===== config.mk =====
export PLATFORM = sky130hd
export DESIGN_NAME = elfh_mod
export DESIGN_NICKNAME = d
export VERILOG_FILES = /design/src/hw/rtl/elfh_pkg.sv /design/src/hw/rtl/elfh_mod.sv
export SDC_FILE = /design/constraint.sdc
export NUM_CORES = 1
export LEC_CHECK = 0
export ABC_AREA = 1
export BUFFER_PORTS_ARGS = -buffer_cell sky130_fd_sc_hd__clkbuf_2
export CAP_MARGIN = 20
export CORE_MARGIN = 2
export CORE_UTILIZATION = 40
export CTS_CLUSTER_DIAMETER = 120
export DETAILED_ROUTE_END_ITERATION = 12
export GPL_TIMING_DRIVEN = 0
export PLACE_DENSITY_LB_ADDON = 0.08
export SYNTH_ARGS = -nofsm -noshare
export SYNTH_HDL_FRONTEND = slang
export SYNTH_SLANG_ARGS = --single-unit
export TNS_END_PERCENT = 10

===== constraint.sdc =====
create_clock -name clk_i -period 5.9 [get_ports clk_i]
set_input_delay 0.885 -clock clk_i [delete_from_list [all_inputs] [get_ports clk_i]]
set_output_delay 0.885 -clock clk_i [all_outputs]
set_load 0.1 [all_outputs]

===== src/hw/rtl/elfh_pkg.sv =====
// ----------------------------------------------------------------------------
// ELF hash table builder package
// Shared widths, command and status codes, FSM states and the per-byte hash.
// ----------------------------------------------------------------------------
package elfh_pkg;

  // Bucket memory depth and derived index width.
  localparam int BUCKET_DEPTH = 4096;
  localparam int SLOT_W       = $clog2(BUCKET_DEPTH);
  localparam int DIV_W        = SLOT_W + 1;

  // Hash widths and constants of the ELF hash.
  localparam int ACC_W      = 32;
  localparam int HASH_W     = 28;
  localparam int BYTE_SHIFT = 4;
  localparam int FOLD_SHIFT = 24;
  localparam logic [ACC_W-1:0] FOLD_MASK = 32'h0000_00f0;

  // Symbol counter and table limit (the lower of the table size and counter range).
  localparam int SYM_W = 16;
  localparam logic [SYM_W-1:0] SYM_LIMIT = 16'hffff;

  // Remainder unit: bits of the dividend retired per cycle.
  localparam int DIV_DIGIT = 4;
  localparam int DIV_STEPS = HASH_W / DIV_DIGIT;
  localparam int STEP_W    = $clog2(DIV_STEPS);

  localparam int CFG_W = 13;

  typedef enum logic [1:0] {
    CMD_CLEAR = 2'd0,
    CMD_BYTE  = 2'd1,
    CMD_READ  = 2'd2
  } cmd_e;

  typedef enum logic [1:0] {
    STAT_OK    = 2'd0,
    STAT_FULL  = 2'd1,
    STAT_RANGE = 2'd2
  } stat_e;

  typedef enum logic {
    KIND_CHAIN = 1'b0,
    KIND_READ  = 1'b1
  } kind_e;

  typedef enum logic [2:0] {
    ST_CLEAR,
    ST_IDLE,
    ST_DIV,
    ST_LINK,
    ST_RDOUT
  } state_e;

  // One byte of the ELF hash: shift in the byte, then fold the top nibble down.
  function automatic logic [ACC_W-1:0] hash_step(input logic [ACC_W-1:0] acc,
                                                  input logic [7:0] name_byte);
    logic [ACC_W-1:0] h;
    h = (acc << BYTE_SHIFT) + {{(ACC_W-8){1'b0}}, name_byte};
    h = h ^ ((h >> FOLD_SHIFT) & FOLD_MASK);
    return h;
  endfunction

endpackage


===== src/hw/rtl/elfh_mod.sv =====
// ----------------------------------------------------------------------------
// ELF hash remainder unit
// Restoring remainder of the 28-bit hash by the bucket count, four bits per cycle.
// ----------------------------------------------------------------------------
module elfh_mod (
  input  logic                            clk_i,
  input  logic                            rst_ni,
  input  logic                            start_i,
  input  logic [elfh_pkg::HASH_W-1:0]     dividend_i,
  input  logic [elfh_pkg::DIV_W-1:0]      divisor_i,
  output logic                            done_o,
  output logic [elfh_pkg::SLOT_W-1:0]     rem_o
);

  logic                            run_q, run_d;
  logic                            done_q, done_d;
  logic [elfh_pkg::STEP_W-1:0]     step_q, step_d;
  logic [elfh_pkg::HASH_W-1:0]     num_q, num_d;
  logic [elfh_pkg::DIV_W-1:0]      den_q, den_d;
  logic [elfh_pkg::SLOT_W-1:0]     rem_q, rem_d;
  logic [elfh_pkg::SLOT_W-1:0]     rem_next;

  // The running remainder stays below the divisor, so each partial value
  // is below twice the divisor and one compare and subtract suffices.
  always_comb begin
    logic [elfh_pkg::DIV_W-1:0]  part;
    logic [elfh_pkg::SLOT_W-1:0] r;
    r = rem_q;
    for (int i = 0; i < elfh_pkg::DIV_DIGIT; i++) begin
      part = {r, num_q[elfh_pkg::HASH_W-1-i]};
      if (part >= den_q) begin
        part = part - den_q;
      end
      r = part[elfh_pkg::SLOT_W-1:0];
    end
    rem_next = r;
  end

  always_comb begin
    run_d  = run_q;
    done_d = 1'b0;
    step_d = step_q;
    num_d  = num_q;
    den_d  = den_q;
    rem_d  = rem_q;
    if (start_i) begin
      run_d  = 1'b1;
      step_d = '0;
      num_d  = dividend_i;
      den_d  = divisor_i;
      rem_d  = '0;
    end else if (run_q) begin
      num_d  = num_q << elfh_pkg::DIV_DIGIT;
      rem_d  = rem_next;
      step_d = elfh_pkg::STEP_W'(step_q + 1'b1);
      if (step_q == elfh_pkg::STEP_W'(elfh_pkg::DIV_STEPS - 1)) begin
        run_d  = 1'b0;
        done_d = 1'b1;
      end
    end
  end

  always_ff @(posedge clk_i or negedge rst_ni) begin
    if (!rst_ni) begin
      run_q  <= 1'b0;
      done_q <= 1'b0;
      step_q <= '0;
    end else begin
      run_q  <= run_d;
      done_q <= done_d;
      step_q <= step_d;
    end
  end

  always_ff @(posedge clk_i) begin
    num_q <= num_d;
    den_q <= den_d;
    rem_q <= rem_d;
  end

  assign done_o = done_q;
  assign rem_o  = rem_q;

  a_rem_below_divisor: assert property (@(posedge clk_i) disable iff (!rst_ni)
    done_q |-> ({1'b0, rem_q} < den_q))
    else $error("remainder not below divisor");

  a_done_ends_run: assert property (@(posedge clk_i) disable iff (!rst_ni)
    done_q |-> !run_q)
    else $error("remainder reported while still running");

endmodule


; Word level (Yosys, flattened, before mapping)
; Cells that the tools add are included.
[totals]
ff_bits = 58
in_bits = 44
out_inout_bits = 13
wordCells = 31
[classes]
add_sub_neg = 5
magnitude_cmp = 4
eq_ne = 1
n_mux = 14
n_reduce_logical = 1
[ops]
columns = operator, count
row1 = $mux 28, 2
row2 = $ge 13x13->1, 4
row3 = $mux 12, 4
row4 = $sub 12x12->12, 4
row5 = $mux 1, 6
row6 = $mux 3, 2
row7 = $add 3x1->3 const B, 1
row8 = $eq 3x3->1 const B, 1
row9 = $reduce_bool 2->1, 1

; Logic depth before layout (Yosys ltp)
; Gate-level depths: netlist of the first run.
[logic_depth]
ltp_word = 8
mapped_depth = 50
depth_no_buf = 49

; Worst setup path after synthesis of the first run
; No wires, ideal clock.
[synth_timing]
path_type = register to register
start = register rem_q, in the netlist rem_o[10]
end = register rem_q, in the netlist rem_o[0]
setup_ns = 0.154
t_arrival_ns = 6.204
required_time_ns = 5.746
path_slack_ns = -0.458
path_stages_with_launch = 44
path_buffers = 4
synth_period_minus_slack_ns = 6.358
cell_sequence = dfxtp_1 ha_1 nand2_1 inv_2 nand2_2 nor2_4 nor2_4 nand3_4 buf_12 or2_1 a21boi_0 ha_1 nand2_1 inv_1 nand2_1 nand2_1 a21oi_1 nand3_2 [8 not listed] nand2_1 nand2_2 nand3_2 nand2_2 nor2_4 buf_6 nand2_1 nand2_2 ha_1 a21oi_1 o21ai_2 nand2_1 nand2_1 nand4_1 nand3_2 buf_4 o211ai_1 o21ai_0
[synth_between]
elab_chain_cells = 8
elab_cells_between_ends = 11
classes_between = 3 x add/sub / 4 x order compare / 4 x mux
[synth_lines]
columns = element, line
row1 = "start, declared", elfh_mod.sv:20  ; logic [elfh_pkg::SLOT_W-1:0] rem_q, rem_d;
row2 = "start signal, assigned", elfh_mod.sv:78  ; rem_q <= rem_d;
row3 = $sub 12x12->12 or $ge 13x13->1 (tied branches), "elfh_mod.sv:32, elfh_mod.sv:31"
row4 = $mux 12 *, elfh_mod.sv:31  ; if (part >= den_q) begin
row5 = $ge 13x13->1 or $sub 12x12->12 (tied branches), "elfh_mod.sv:31, elfh_mod.sv:32"
row6 = $mux 12 *, elfh_mod.sv:31
row7 = $sub 12x12->12 or $ge 13x13->1 (tied branches), "elfh_mod.sv:32, elfh_mod.sv:31"
row8 = $mux 12 *, elfh_mod.sv:31
row9 = $ge 13x13->1 *, elfh_mod.sv:31
row10 = $mux 12 *, elfh_mod.sv:31
; Every way passes the cells marked *; elsewhere a longest branch is shown, timed or not.
; A chain may end at the register's enable or synchronous reset.

; Final worst setup path of the first run
[layout_timing]
start = register num_q[27] (netlist name)
end = register rem_q, in the netlist rem_o[0]
[layout_between]
elab_chain_cells = 8
elab_cells_between_ends = 11
classes_between = 3 x add/sub / 4 x order compare / 4 x mux
[layout_lines]
columns = element, line
row1 = "start, declared", elfh_mod.sv:18  ; logic [elfh_pkg::HASH_W-1:0] num_q, num_d;
row2 = "start signal, assigned", elfh_mod.sv:76  ; num_q <= num_d;
row3 = $sub 12x12->12 or $ge 13x13->1 (tied branches), "elfh_mod.sv:32, elfh_mod.sv:31"
row4 = $mux 12 *, elfh_mod.sv:31
row5 = $sub 12x12->12 or $ge 13x13->1 (tied branches), "elfh_mod.sv:32, elfh_mod.sv:31"
row6 = $mux 12 *, elfh_mod.sv:31
row7 = $sub 12x12->12 or $ge 13x13->1 (tied branches), "elfh_mod.sv:32, elfh_mod.sv:31"
row8 = $mux 12 *, elfh_mod.sv:31
row9 = $ge 13x13->1 *, elfh_mod.sv:31
row10 = $mux 12 *, elfh_mod.sv:31
; Marks and branches as above.

==> flow_metrics.env, run 1 <==
export IMPL_vias=5300
export IMPL_layout_common_cells="253 x nand2_1, 68 x inv_1, 56 x clkbuf_2, 41 x edfxtp_1, 40 x buf_4"
export IMPL_period_share_pct=102.0
export IMPL_grt_max_degree=19
export IMPL_die_w_um=120.7
export IMPL_grt_pass1_wl_um=26570
export IMPL_fin_nets=965
export IMPL_fin_ws_ps=-119.3
export IMPL_firstDrtPassIters=5
export IMPL_rsz0062_at_grt="true"
export IMPL_min_period_ps=6019
export IMPL_cp_num_buf_inv=13
export IMPL_finalSetupViolations=12
export IMPL_syn_to_final_growth_pct=37.76
export IMPL_start_util_pct=40.99
export IMPL_drc=0
export IMPL_cp_start_kind="register"
export IMPL_crit_family="simple AND/OR/NAND/NOR gates"
export IMPL_wl_per_cell_um=15.73
export IMPL_rr_startpoint="num_q[27]"
export IMPL_reg2reg_slack_ps=-120
export IMPL_drt_iter0_drc=304
export IMPL_status="finished with violations"
export IMPL_worst_slew_pin_slew_ps=736.8
export IMPL_insertion_delay_ps=340
export IMPL_multi_input_area_sq_um=4180
export IMPL_place_gp_congestion=0.9164
export IMPL_relSlewSlack_pct=50.83
export IMPL_async_flop_share_pct=8.621
export IMPL_rr_worst_depth=46
export IMPL_ant_nets=0
export IMPL_port_buffers=56
export IMPL_cp_common_cell="nand2_2"
export IMPL_dieArea_sq_um=14580
export IMPL_slowest_stage="edfxtp_1"
export IMPL_hold_slack_ps=360.2
export IMPL_num_antenna_cells=0
export IMPL_cts_hold_buf=0
export IMPL_worstPathArrival_ps=6220
export IMPL_ctsHtreeMaxLevel=3
export IMPL_finalWirelength_um=16420
export IMPL_die_h_um=120.7
export IMPL_path_clk_slew_ps=60
export IMPL_finalHoldViolations=0
export IMPL_critical_path_max_stage_delay_ps=390
export IMPL_worst_setup_path_type="reg -> reg"
export IMPL_n_fill_cell=1273
export IMPL_gr_total_overflow=0
export IMPL_num_io_pins=57
export IMPL_tns_ps=-796.5
export IMPL_final_common_cell="nand2_1"
export IMPL_timing_fmax_ghz=0.1661
export IMPL_synthesis_nets=851
export IMPL_coreArea_sq_um=13300
export IMPL_seq_area_sq_um=1642
export IMPL_viasPerCell=5.077
export IMPL_row_count=42
export IMPL_antenna_found_initial=0
export IMPL_violations="negative setup slack"
export IMPL_synthCells=749
export IMPL_synth_seq_cells=58
export IMPL_cts_root_buf="clkbuf_16"
export IMPL_cap_violations=0
export IMPL_timing_rr_end="rem_o[0]"
export IMPL_critPathMaxFanout=6
export IMPL_worstPathRequired_ps=6110
export IMPL_syn_avg_cell_area_sq_um=7.277
export IMPL_cts_sinks=58
export IMPL_dp_hpwl_um=12470
export IMPL_grt_pass1_vias=5306
export IMPL_layout_drive_gt1_share_pct=34.56
export IMPL_synth_edf_count=41
export IMPL_hp_class="in -> async"
export IMPL_netlist_area_sq_um=5450
export IMPL_grtUsageTotal_pct=23.53
export IMPL_postLayoutCoreUtil_pct=56.47
export IMPL_fin_worst_skew_ps=8.068
export IMPL_cts_buffer_depth=2
export IMPL_synth_seq_area_share_pct=29.29
export IMPL_synth_main_ff_cell="edfxtp_1"
export IMPL_crit_path_end_kind="register"
export IMPL_tritoncts="built"
export IMPL_numCtsBuffers=9
export IMPL_maxSlewViolCount=0
export IMPL_yosys_warnings=0
export IMPL_ys_types=44
==> what timing repair did <==
action,in CTS,in global routing
gates cloned,2,0
setup endpoints to repair,12,12
gates resized for setup,117,53
pin swaps,34,29
buffers inserted,34,10
==> worst register-to-register path: cells and delay by family (launching register included) <==
kind | cells | cell delay (ps)
adders and majority gates | 5 | 1360
and+or+nand+nor | 23 | 2300
buffers and inverters | 13 | 1200
AOI/OAI and AO/OA | 5 | 610
DFF | 1 | 390
==> sequential cells by signal (all words and copies together) (netlist names) <==
| name | cells |
|---|---|
| run_q | 1 |
| den_q | 13 |
| done_o | 1 |
| rem_o | 12 |
| step_q | 3 |
| num_q | 28 |
==> per-layer routing <==
| layer | vias up | GRT usage, % | routed length [um] |
|---|---|---|---|
| met2 | 144 | 41.95 | 8290 |
| met1 | 2429 | 28.26 | 6981 |
| met4 | 0 | 7.776 | 445 |
| li1 | 2694 | - | - |
| met3 | 33 | 4.575 | 703 |
| met5 | - | 0 | 0 |
==> metrics by stage <==
step	instances	setup slack, ps	instance area (sq um)
2_1_floorplan	749	45.35	5495
3_3_place_gp	981	-1177	5996
3_5_place_dp	982	-1204	6011
4_1_cts	1034	-240.9	7157
5_1_grt	1044	-434.9	7508
6_report	1044	-119.3	7508
==> kinds of logic after synthesis <==
| family | synth area share (%) |
|---|---|
| XOR/XNOR | 5.303 |
| flip-flops | 29.29 |
| AND/OR/NAND/NOR | 34.83 |
| adder cells (fa/ha/maj) | 13.87 |
| buffers and inverters | 7.759 |
| AO/OA/AOI/OAI | 8.953 |
==> cell usage after synthesis, types with 3 or more instances <==
cell | instances | share of area (%)
o21ai_1 | 4 | 0.37
a31oi_1 | 6 | 0.69
dfxtp_1 | 12 | 4.4
a21oi_2 | 4 | 0.64
nand2_2 | 8 | 0.92
nor3_1 | 3 | 0.28
edfxtp_1 | 41 | 23
inv_2 | 4 | 0.28
inv_1 | 84 | 5.8
nand3_1 | 29 | 2.7
fa_1 | 4 | 1.5
nand3_4 | 4 | 1.3
xor2_1 | 18 | 2.9
and2_1 | 3 | 0.34
nor2_1 | 39 | 2.7
nand2_4 | 3 | 0.62
o21bai_1 | 3 | 0.41
nor2_4 | 4 | 0.83
nand2_1 | 278 | 19
dfrtp_1 | 5 | 2.3
a21oi_1 | 42 | 3.9
nand3b_1 | 4 | 0.55
o21ai_0 | 15 | 1.4
clkbuf_1 | 7 | 0.48
xnor2_1 | 15 | 2.4
ha_1 | 54 | 12
o21ai_2 | 3 | 0.48
nand4_1 | 16 | 1.8
a21o_1 | 3 | 0.41
nand3_2 | 15 | 2.8
==> worst max-delay path by stage <==
stage | slack [ps] | endpoint | from | cells past startpoint
finish | -120 | rem_o[0] | num_q[27] | 46
detailed placement | -1200 | rem_o[3] | den_q[1] | 42
floorplan | 50 | rem_o[0] | den_q[1] | 44
global placement | -1180 | rem_o[3] | den_q[1] | 43
global route | -430 | rem_o[0] | den_q[1] | 44
CTS | -240 | rem_o[0] | num_q[27] | 48
==> cell type report <==
cell class	count	share of cell area, %
clock buffers	9	3.000
plain buffers	12	1.366
well taps	176	2.933
clock inverters	7	0.7332
inverters	90	4.916
repair buffers	103	9.515
multi-input cells	589	55.67
flip-flops and latches	58	21.86
Power of run 1 is not shown: default switching activity piles up to over one toggle a cycle in this logic, so the estimate is an artifact.
==> inputs of run 2 (changes only) <==
--- a/config.mk
+++ b/config.mk
@@ -10,6 +10,7 @@
 export CAP_MARGIN = 20
 export CORE_MARGIN = 2
 export CORE_UTILIZATION = 40
+export CTS_BUF_LIST = sky130_fd_sc_hd__clkbuf_2
 export CTS_CLUSTER_DIAMETER = 120
 export DETAILED_ROUTE_END_ITERATION = 12
 export GPL_TIMING_DRIVEN = 0
==> run 2 against run 1 <==
  * The run still ends with negative setup slack left
  * Clock-buffer cell count is the same
  * Register-to-register slack worse by 50 ps
  * Global-route usage fell by 0.24 points
==> flow_metrics.env, run 2 (synthesis results as in run 1) <==
export IMPL_violations="negative setup slack"
export IMPL_status="finished with violations"
export IMPL_insertion_delay_ps=550
export IMPL_relSlewSlack_pct=50.05
export IMPL_slowest_stage="edfxtp_1"
export IMPL_fin_worst_skew_ps=19.83
export IMPL_tritoncts="built"
export IMPL_grt_pass1_wl_um=26250
export IMPL_wl_per_cell_um=15.80
export IMPL_die_h_um=120.7
export IMPL_min_period_ps=6072
export IMPL_cp_start_kind="register"
export IMPL_regMostFlops="num_q"
export IMPL_port_buffers=56
export IMPL_drt_iter0_drc=275
export IMPL_seq_area_sq_um=1642
export IMPL_gr_total_overflow=0
export IMPL_grt_max_degree=19
export IMPL_critical_path_max_stage_delay_ps=440
export IMPL_drc=0
export IMPL_worst_setup_path_type="reg -> reg"
export IMPL_fin_nets=976
export IMPL_worstPathArrival_ps=6520
export IMPL_timing_fmax_ghz=0.1647
export IMPL_fin_ws_ps=-172.4
export IMPL_final_common_cell="nand2_1"
export IMPL_row_count=42
export IMPL_n_fill_cell=1241
export IMPL_cp_common_cell="nand2_2"
export IMPL_worstPathRequired_ps=6340
export IMPL_num_io_pins=57
export IMPL_die_w_um=120.7
export IMPL_crit_path_end_kind="register"
export IMPL_start_util_pct=40.99
export IMPL_tns_ps=-1492
export IMPL_path_clk_slew_ps=200
export IMPL_dieArea_sq_um=14580
export IMPL_vias=5339
export IMPL_rsz0062_at_grt="true"
export IMPL_hp_class="in -> async"
export IMPL_dp_hpwl_um=12470
export IMPL_firstDrtPassIters=5
export IMPL_layout_common_cells="243 x nand2_1, 65 x inv_1, 65 x clkbuf_2, 45 x buf_4, 41 x edfxtp_1"
export IMPL_cts_sinks=58
export IMPL_period_share_pct=102.9
export IMPL_numCtsBuffers=9
export IMPL_postLayoutCoreUtil_pct=57.51
export IMPL_viasPerCell=5.061
export IMPL_ant_nets=0
export IMPL_cap_violations=0
export IMPL_cts_root_buf="clkbuf_2"
export IMPL_num_antenna_cells=0
export IMPL_place_gp_congestion=0.9164
export IMPL_finalHoldViolations=0
export IMPL_multi_input_area_sq_um=4398
export IMPL_layout_drive_gt1_share_pct=38.57
export IMPL_finalWirelength_um=16660
export IMPL_coreArea_sq_um=13300
export IMPL_finalSetupViolations=12
export IMPL_grtUsageTotal_pct=23.28
export IMPL_worst_slew_pin_slew_ps=748.4
export IMPL_largest_reg_flops=28
export IMPL_grt_pass1_vias=5269
export IMPL_maxSlewViolCount=0
export IMPL_antenna_found_initial=0
export IMPL_ctsHtreeMaxLevel=3
export IMPL_critPathMaxFanout=6
export IMPL_syn_to_final_growth_pct=40.29
export IMPL_cts_buffer_depth=2
run 2: cell types whose count changed in the layout (fill, tap and decap cells not counted), moves of 6 or more:
cell	change
clkbuf_2	+9
clkbuf_16	-9
nand2_4	+7
nand2_1	-10
ha_1	-6
ha_4	+6
buf_6	+6
run 2: metrics by stage:
| step | std cells | hold WS (ps) | setup WS [ps] | instance area [sq um] |
|---|---|---|---|---|
| 2_1_floorplan | 749 | 482.2 | 45.35 | 5495 |
| 3_3_place_gp | 981 | 461.5 | -1177 | 5996 |
| 3_5_place_dp | 982 | 466.7 | -1204 | 6011 |
| 4_1_cts | 1037 | 100.4 | -241.9 | 6943 |
| 5_1_grt | 1055 | 79.29 | -419.6 | 7646 |
| 6_report | 1055 | 117.9 | -172.4 | 7646 |
run 2: final timing paths:
check / from / to / slack [ps] / depth (start not counted)
setup / recovery: num_q[27] / rem_o[0] / -170 / 45
hold / removal: rst_ni / step_q[0] / 120 / 1
setup reg to reg: num_q[27] / rem_o[0] / -170 / 45
hold reg to reg: rem_o[11] / rem_o[11] / 500 / 2
max in group asynchronous: rst_ni / step_q[1] / 5650 / 1
min in group clk_i: divisor_i[6] / den_q[6] / 490 / 1
run 2: final cells by class:
cell class              instances  share of cell area (%)
multi-input cells             589                   57.52
flip-flops and latches         58                   21.47
repair buffers                114                   10.77
inverters                      90                   4.762
well taps                     176                   2.880
plain buffers                  12                   1.293
clock inverters                 7                  0.7200
clock buffers                   9                  0.5891
run 2: what timing repair did:
action | 4_1_cts | 5_1_grt
hold endpoints to repair | 0 | 0
pin swaps | 32 | 54
endpoints found under the setup margin | 12 | 12
buffers inserted | 37 | 18
hold buffers | 0 | 0
gates resized for setup | 110 | 110
gates cloned | 2 | 0
run 2: layer usage:
layer | vias up | track usage [%] | routed length [um]
li1 | 2706 | - | -
met1 | 2464 | 27.90 | 7029
met2 | 125 | 40.89 | 8450
met3 | 44 | 4.387 | 549
met4 | 0 | 9.375 | 634
met5 | - | 0 | 0
run 2: worst max-delay path: cells and delay by family, from the launching register on:
| family | cells | cell delay, ps |
|---|---|---|
| and+or+nand+nor | 20 | 1880 |
| adders and majority gates | 5 | 1340 |
| buffers and inverters | 12 | 1170 |
| AOI/OAI and AO/OA | 8 | 1120 |
| DFF | 1 | 440 |
Power of run 2 is left out for the same reason.
